### config.mk
export PLATFORM = sky130hd
export DESIGN_NAME = luhn_card_brand_classifier_core
export DESIGN_NICKNAME = d
export VERILOG_FILES = /design/src/design/lcbc_pkg.sv /design/src/design/luhn_card_brand_classifier_core.sv /design/src/design/lcbc_dabble.sv
export SDC_FILE = /design/constraint.sdc
export NUM_CORES = 1
export LEC_CHECK = 0
export BUFFER_PORTS_ARGS = -buffer_cell sky130_fd_sc_hd__buf_2
export CORE_ASPECT_RATIO = 1.5
export CORE_MARGIN = 2
export CORE_UTILIZATION = 45
export DETAILED_ROUTE_END_ITERATION = 7
export PLACE_DENSITY_LB_ADDON = 0.25
export SLEW_MARGIN = 20
export SYNTH_ARGS = -nofsm -noshare
export SYNTH_HDL_FRONTEND = slang
export SYNTH_SLANG_ARGS = --single-unit
### constraint.sdc
create_clock -name i_clk -period 7.9 [get_ports i_clk]
set_input_delay 0.395 -clock i_clk [delete_from_list [all_inputs] [get_ports i_clk]]
set_output_delay 0.395 -clock i_clk [all_outputs]
set_load 0.02 [all_outputs]
### src/design/lcbc_pkg.sv
`default_nettype none
// ----------------------------------------------------------------------------
// lcbc_pkg: shared types and constants
// Widths of the binary-to-BCD converter, brand codes and sequencer states.
// ----------------------------------------------------------------------------
package lcbc_pkg;

    localparam int CARD_W      = 63;
    localparam int BIN_W       = 64;              // card number padded to whole chunks
    localparam int CHUNK       = 4;               // binary bits folded in per cycle
    localparam int BCD_DIGITS  = 19;
    localparam int BCD_W       = 4 * BCD_DIGITS;
    localparam int CONV_CYCLES = BIN_W / CHUNK;
    localparam int IDX_W       = 5;
    localparam int MAX_DIGITS  = 19;              // most digits a valid number may carry

    localparam logic [IDX_W-1:0] CONV_LAST = IDX_W'(CONV_CYCLES - 1);
    localparam logic [IDX_W-1:0] SCAN_LAST = IDX_W'(BCD_DIGITS - 1);

    localparam logic [3:0] DIGIT_FIVE  = 4'd5;
    localparam logic [3:0] DIGIT_NINE  = 4'd9;
    localparam logic [3:0] DIGIT_TEN   = 4'd10;

    localparam logic [4:0] LEN_VISA_SHORT = 5'd13;
    localparam logic [4:0] LEN_AMEX       = 5'd15;
    localparam logic [4:0] LEN_SIXTEEN    = 5'd16;

    localparam logic [3:0] LEAD_AMEX_T   = 4'd3;
    localparam logic [3:0] LEAD_AMEX_U0  = 4'd4;
    localparam logic [3:0] LEAD_AMEX_U1  = 4'd7;
    localparam logic [3:0] LEAD_VISA_T   = 4'd4;
    localparam logic [3:0] LEAD_MC_T     = 4'd5;
    localparam logic [3:0] LEAD_MC_U_MIN = 4'd1;
    localparam logic [3:0] LEAD_MC_U_MAX = 4'd5;

    typedef enum logic [1:0] {
        BRAND_INVALID    = 2'd0,
        BRAND_AMEX       = 2'd1,
        BRAND_VISA       = 2'd2,
        BRAND_MASTERCARD = 2'd3
    } t_brand;

    typedef enum logic [3:0] {
        S_IDLE = 4'b0001,
        S_CONV = 4'b0010,
        S_SCAN = 4'b0100,
        S_DONE = 4'b1000
    } t_state;

endpackage
`default_nettype wire

### src/design/luhn_card_brand_classifier_core.sv
`default_nettype none
// ----------------------------------------------------------------------------
// luhn_card_brand_classifier_core: Luhn mod-10 check and card brand decode
//
//   channel  | handshake             | word
//   ---------+-----------------------+---------------------------------------
//   command  | start / busy          | i_card_number[62:0]
//   result   | o_valid (1-cycle)     | o_brand, o_luhn_ok, o_digit_count
//
// After the accept edge the sequencer passes CONV, where the shift-and-add-3
// unit folds in 4 bits a cycle, SCAN, which feeds one BCD digit a cycle into
// the Luhn accumulator, and DONE, which decodes the brand and registers the result.
// busy is high from the cycle after accept until the result strobe; a new
// start is taken in the strobe cycle, so a new word is not accepted while
// the last one is still in work. Results cannot be stalled.
// Reset (synchronous, active low) returns the sequencer to idle.
// ----------------------------------------------------------------------------
module luhn_card_brand_classifier_core import lcbc_pkg::*; (
    input  wire logic              i_clk,
    input  wire logic              i_rst_n,
    input  wire logic              start,
    output logic                   busy,
    input  wire logic [CARD_W-1:0] i_card_number,
    output logic                   o_valid,
    output logic [1:0]             o_brand,
    output logic                   o_luhn_ok,
    output logic [4:0]             o_digit_count
);

    t_state            r_state, n_state;
    logic [IDX_W-1:0]  r_idx, n_idx;
    logic [BIN_W-1:0]  r_bin, n_bin;
    logic [BCD_W-1:0]  r_bcd, n_bcd;
    logic [4:0]        r_count, n_count;
    logic [3:0]        r_sum, n_sum;
    logic              r_have_lead, n_have_lead;
    logic [3:0]        r_lead_t, n_lead_t;
    logic [3:0]        r_lead_u, n_lead_u;
    logic              r_valid, n_valid;
    logic [1:0]        r_brand, n_brand;
    logic              r_ok, n_ok;
    logic [4:0]        r_dcount, n_dcount;

    logic [BCD_W-1:0]  dab_bcd;
    logic [3:0]        digit;
    logic [4:0]        dbl;
    logic [3:0]        term;
    logic [4:0]        acc;
    logic [4:0]        cnt_fin;
    logic              ok_fin;
    t_brand            brand_fin;

    lcbc_dabble u_dabble (
        .i_bcd  (r_bcd),
        .i_bits (r_bin[BIN_W-1 -: CHUNK]),
        .o_bcd  (dab_bcd)
    );

    // Luhn digit term
    always_comb begin
        digit = r_bcd[3:0];
        dbl   = {digit, 1'b0};
        if (!r_idx[0]) begin
            term = digit;
        end else if (dbl > {1'b0, DIGIT_NINE}) begin
            term = 4'(dbl - {1'b0, DIGIT_NINE});
        end else begin
            term = dbl[3:0];
        end
        acc = {1'b0, r_sum} + {1'b0, term};
    end

    // Brand decode
    always_comb begin
        cnt_fin   = (r_count == 5'd0) ? 5'd1 : r_count;
        ok_fin    = (r_sum == 4'd0) && (cnt_fin <= 5'(MAX_DIGITS));
        brand_fin = BRAND_INVALID;
        if (ok_fin) begin
            if (cnt_fin == LEN_AMEX && r_lead_t == LEAD_AMEX_T &&
                (r_lead_u == LEAD_AMEX_U0 || r_lead_u == LEAD_AMEX_U1)) begin
                brand_fin = BRAND_AMEX;
            end else if (r_lead_t == LEAD_VISA_T &&
                         (cnt_fin == LEN_VISA_SHORT || cnt_fin == LEN_SIXTEEN)) begin
                brand_fin = BRAND_VISA;
            end else if (cnt_fin == LEN_SIXTEEN && r_lead_t == LEAD_MC_T &&
                         r_lead_u >= LEAD_MC_U_MIN && r_lead_u <= LEAD_MC_U_MAX) begin
                brand_fin = BRAND_MASTERCARD;
            end
        end
    end

    // Sequencer
    always_comb begin
        n_state     = r_state;
        n_idx       = r_idx;
        n_bin       = r_bin;
        n_bcd       = r_bcd;
        n_count     = r_count;
        n_sum       = r_sum;
        n_have_lead = r_have_lead;
        n_lead_t    = r_lead_t;
        n_lead_u    = r_lead_u;
        n_valid     = 1'b0;
        n_brand     = r_brand;
        n_ok        = r_ok;
        n_dcount    = r_dcount;
        case (r_state)
            S_IDLE: begin
                if (start) begin
                    n_state     = S_CONV;
                    n_idx       = '0;
                    n_bin       = {1'b0, i_card_number};
                    n_bcd       = '0;
                    n_count     = '0;
                    n_sum       = '0;
                    n_have_lead = 1'b0;
                    n_lead_t    = '0;
                    n_lead_u    = '0;
                end
            end
            S_CONV: begin
                n_bcd = dab_bcd;
                n_bin = {r_bin[BIN_W-CHUNK-1:0], {CHUNK{1'b0}}};
                n_idx = r_idx + 1'b1;
                if (r_idx == CONV_LAST) begin
                    n_state = S_SCAN;
                    n_idx   = '0;
                end
            end
            S_SCAN: begin
                if (r_bcd != '0) begin
                    n_count = r_idx + 1'b1;
                end
                if (!r_have_lead && r_bcd[BCD_W-1:8] == '0) begin
                    n_have_lead = 1'b1;
                    n_lead_t    = r_bcd[7:4];
                    n_lead_u    = r_bcd[3:0];
                end
                n_sum = (acc >= {1'b0, DIGIT_TEN}) ? 4'(acc - {1'b0, DIGIT_TEN}) : acc[3:0];
                n_bcd = {4'd0, r_bcd[BCD_W-1:4]};
                n_idx = r_idx + 1'b1;
                if (r_idx == SCAN_LAST) begin
                    n_state = S_DONE;
                end
            end
            S_DONE: begin
                n_state  = S_IDLE;
                n_valid  = 1'b1;
                n_brand  = brand_fin;
                n_ok     = ok_fin;
                n_dcount = cnt_fin;
            end
            default: begin
                n_state = S_IDLE;
            end
        endcase
    end

    always_ff @(posedge i_clk) begin
        if (!i_rst_n) begin
            r_state <= S_IDLE;
            r_valid <= 1'b0;
        end else begin
            r_state <= n_state;
            r_valid <= n_valid;
        end
    end

    always_ff @(posedge i_clk) begin
        r_idx       <= n_idx;
        r_bin       <= n_bin;
        r_bcd       <= n_bcd;
        r_count     <= n_count;
        r_sum       <= n_sum;
        r_have_lead <= n_have_lead;
        r_lead_t    <= n_lead_t;
        r_lead_u    <= n_lead_u;
        r_brand     <= n_brand;
        r_ok        <= n_ok;
        r_dcount    <= n_dcount;
    end

    assign busy          = (r_state != S_IDLE);
    assign o_valid       = r_valid;
    assign o_brand       = r_brand;
    assign o_luhn_ok     = r_ok;
    assign o_digit_count = r_dcount;

endmodule
`default_nettype wire

### src/design/lcbc_dabble.sv
`default_nettype none
// ----------------------------------------------------------------------------
// lcbc_dabble: four shift-and-add-3 steps of binary-to-BCD conversion
// Folds CHUNK binary bits, MSB first, into a 19-digit BCD accumulator.
// ----------------------------------------------------------------------------
module lcbc_dabble import lcbc_pkg::*; (
    input  wire logic [BCD_W-1:0] i_bcd,
    input  wire logic [CHUNK-1:0] i_bits,
    output logic      [BCD_W-1:0] o_bcd
);

    always_comb begin
        logic [BCD_W-1:0] acc;
        acc = i_bcd;
        for (int k = 0; k < CHUNK; k++) begin
            for (int d = 0; d < BCD_DIGITS; d++) begin
                if (acc[4*d +: 4] >= DIGIT_FIVE) begin
                    acc[4*d +: 4] = acc[4*d +: 4] + 4'd3;
                end
            end
            acc = {acc[BCD_W-2:0], i_bits[CHUNK-1-k]};
        end
        o_bcd = acc;
    end

endmodule
`default_nettype wire
==> impl_results.md <==
* Run status: finished clean
* Chip height at 233 um
* DP Wirelength at 26200 um
* Synth Instances at 1829
* # rows at 84
* Pwr dens at 406 mW/mm^2
* Ys flop type: edfxtp_1
* Post-Place Cell Area at 0.0166 sq mm
* Final hold vios at 0
* Reg clk slew, reported paths at 0.07 ns
* R2R setup slack at 3.65 ns
* Vias in the first global route at 13019
* Fmax at 0.235 GHz
* Slowest cell on crit path: or4_4
* Synth area leaders: edfxtp_1 33%, ha_1 9.3%, nand2_1 6.6%
* First-pass GRT wire length at 61100 um
* Fin crit period at 4.25 ns
* CTS Root Cell: clkbuf_16
* Detailed Route Iter0 Violations at 801
* Fraction of layout cells with a size suffix above 1 at 12.5%
* CP endpoint kind: register
* Skew-Pair Late Insertion Delay at 0.46 ns
* Setup crit start kind: register
* Antenna violations before repair at 0
* Final worst-path cycle share at 53.8%
* DRT Pass-1 Iters at 7
* Synth top area share at 32.5%
* Worst r2r dst: r_bcd[25]
* Fill cell count at 3247
* Core ar. at 0.0348 sq mm
* Area grow syn2layout at 8.97%
* Sequential share of the synthesized area at 33.2%
* Worst min path class: in2reg
* Max clock buf depth at 2
* Worst-margin pin slew at 0.979 ns
* CTS resizes at 0
* Number of remaining DRC errors at 0
* Post-CTS setup buffer count at 0
* H-tree depth at 4
* Register bit total from synthesis at 176
* Cell area after synthesis at 0.0158 sq mm
* WHS Path Cells at 2
* Worst Path Max Fanout at 7
* Clock sink count at 176
* Unrepaired setup endpoints after global routing: no
* Buffers & Inverters on Critical Path at 4
* Ys Warns at 0
* # hold bufs at CTS at 0
* Post-synth EDFFs at 171
* Slowest cell delay on critical path at 0.54 ns
* Synth async-reset ratio at 0%
* Post-synth top cells: 279 x nand2_1, 171 x edfxtp_1, 125 x a21oi_1
* Slew Limit Headroom at 34.3%
* VDD IR max at 0.000186 V
* Largest delay share family, worst path: simple AND/OR/NAND/NOR gates
* WL/cell at 15.6 um
* N_diodes at 0
* Clock Skew at 0.00983 ns
* Synthesized area per cell at 8.63 sq um
* Most common cell in the netlist: nand2_1
* GRT Util Overall at 20.5%
* Synth unique cells at 99
* Critical path, cell by cell: inv_1 > ha_1 > and2b_1 > o21ai_1 > or2_1 > ha_1 > inv_1 > a21o_1 > a31oi_1 > inv_1 > ha_1 > and2b_1 > a221oi_1 > a31o_2 > inv_1 > ha_1 > or4_4 > o211ai_2 > o211ai_1
* Final nets at 2060
* Worst r2r src: r_bcd[24]
* Slew Viols, Final at 0
* Die span in x at 157 um
* Vias at 13553
* Routed WL at 36800 um
* IO Pins at 76
* TritonCTS clock tree: done
* Vias per std cell at 5.74
* Design Area, Final at 0.0172 sq mm
* Post-synth top area cell: edfxtp_1
* CTS Buf Count at 17
* Reg2reg path depth at 19
* Syn Nets at 2013
* Antenna viol nets, final at 0
* Lkg Pwr at 6.87 nW
* Die Footprint at 0.0366 sq mm
* Setup-failing EPs final at 0
* PortBufs at 75
* Gr ovfl total at 0
* RePlAce Congestion at 0.848
* CP required at 8.08 ns
* Hold EP: r_state[0]
* Max Cap Violations at 0
* Crit path DAT at 4.44 ns
* Crit. Startpoint: r_bcd[24]
* Pin count of the biggest net entering global routing at 68
* Starting density of the core at 45.4%
* Final setup TNS at 0 ns
* Worst Setup Path Type: reg2reg
* Start point of the worst hold path: i_rst_n
[sequential cells by signal, summed over array words and instances (netlist names)]
name,cells
o_brand,2
o_digit_count,5
o_luhn_ok,1
o_valid,1
r_bcd,76
r_bin,64
r_count,5
r_have_lead,1
r_idx,5
r_lead_t,4
r_lead_u,4
r_state,4
r_sum,4
[where the power goes]
| part | internal, W | switching (W) |
|---|---|---|
| registers | 0.00119 | 0.000135 |
| clock network | 0.000420 | 0.000433 |
| logic | 0.00189 | 0.00292 |
[routing by layer]
| metal | global-route usage, % | part of all wire [%] | up-vias |
|---|---|---|---|
| met5 | 0 | 0 | - |
| met4 | 8.11 | 2.9 | 0 |
| met3 | 2.58 | 2.8 | 69 |
| met2 | 38.8 | 53 | 265 |
| met1 | 23.1 | 42 | 6398 |
| li1 | - | - | 6821 |
[cell type report]
cell class                      instances  area, sq um  share of cell area (%)
Tap cell                              473          592                    3.44
Sequential cell                       176         5240                    30.4
Clock buffer                           17          425                    2.47
Inverter                              123          462                    2.68
Clock inverter                         15          146                   0.851
Multi-Input combinational cell       1473         9900                    57.5
Timing Repair Buffer                   85          450                    2.62
[kinds of logic after synthesis]
| group | Yosys count | synth area share, % |
|---|---|---|
| AND/OR/NAND/NOR | 640 | 19.2 |
| AO/OA/AOI/OAI | 562 | 24.0 |
| buffers and inverters | 180 | 4.33 |
| flip-flops | 176 | 33.2 |
| adder cells (fa/ha/maj) | 119 | 9.46 |
| XOR/XNOR | 83 | 5.20 |
| multiplexers | 69 | 4.69 |
[stage by stage]
step                      std cells  worst slack (ns)  util, %  hold WS [ns]  total power (W)
after floorplan                1829              4.04        -         0.457          0.00516
after CTS                      2362              3.43     49.4         0.114          0.00698
final                          2362              3.65     49.5         0.140          0.00699
after detailed placement       2330              3.45     47.8         0.494          0.00609
after global placement         2330              3.64     47.8         0.484          0.00591
after global routing           2362              3.34     49.5         0.137          0.00766
[how the worst max path moves through the flow]
| stage | to | slack, ns | cells past startpoint |
|---|---|---|---|
| after floorplan | r_bcd[25] | 4.04 | 20 |
| after global placement | r_bcd[5] | 3.64 | 15 |
| after detailed placement | r_bcd[5] | 3.45 | 15 |
| after CTS | r_bcd[5] | 3.43 | 15 |
| after global routing | r_bcd[37] | 3.34 | 18 |
| final | r_bcd[25] | 3.65 | 19 |
[placed cells by master, fill, tap and decap left out, drive strengths merged, types with 18 or more instances in the layout]
cell	instances
edfxtp	171
nand2	279
mux2i	44
o211ai	24
nor2	119
buf	85
mux2	25
nor2b	21
o22ai	28
nor3b	31
nand3	35
o21ai	147
a211oi	22
a21o	18
xnor2	58
and2	21
ha	117
nor3	49
a21oi	150
nand2b	32
xor2	25
inv	129
a31oi	34
[worst register-to-register path, cell delays in order (launching register included)]
cell and delay (ns):
edfxtp_1 0.52, inv_1 0.13, ha_1 0.22, and2b_1 0.19, o21ai_1 0.10, or2_1 0.32, ha_1 0.23, inv_1 0.07
a21o_1 0.11, a31oi_1 0.11, inv_1 0.15, ha_1 0.18, and2b_1 0.18, a221oi_1 0.28, a31o_2 0.20, inv_1 0.06
ha_1 0.19, or4_4 0.54, o211ai_2 0.10, o211ai_1 0.12
Power figures use the tool's default switching activity.
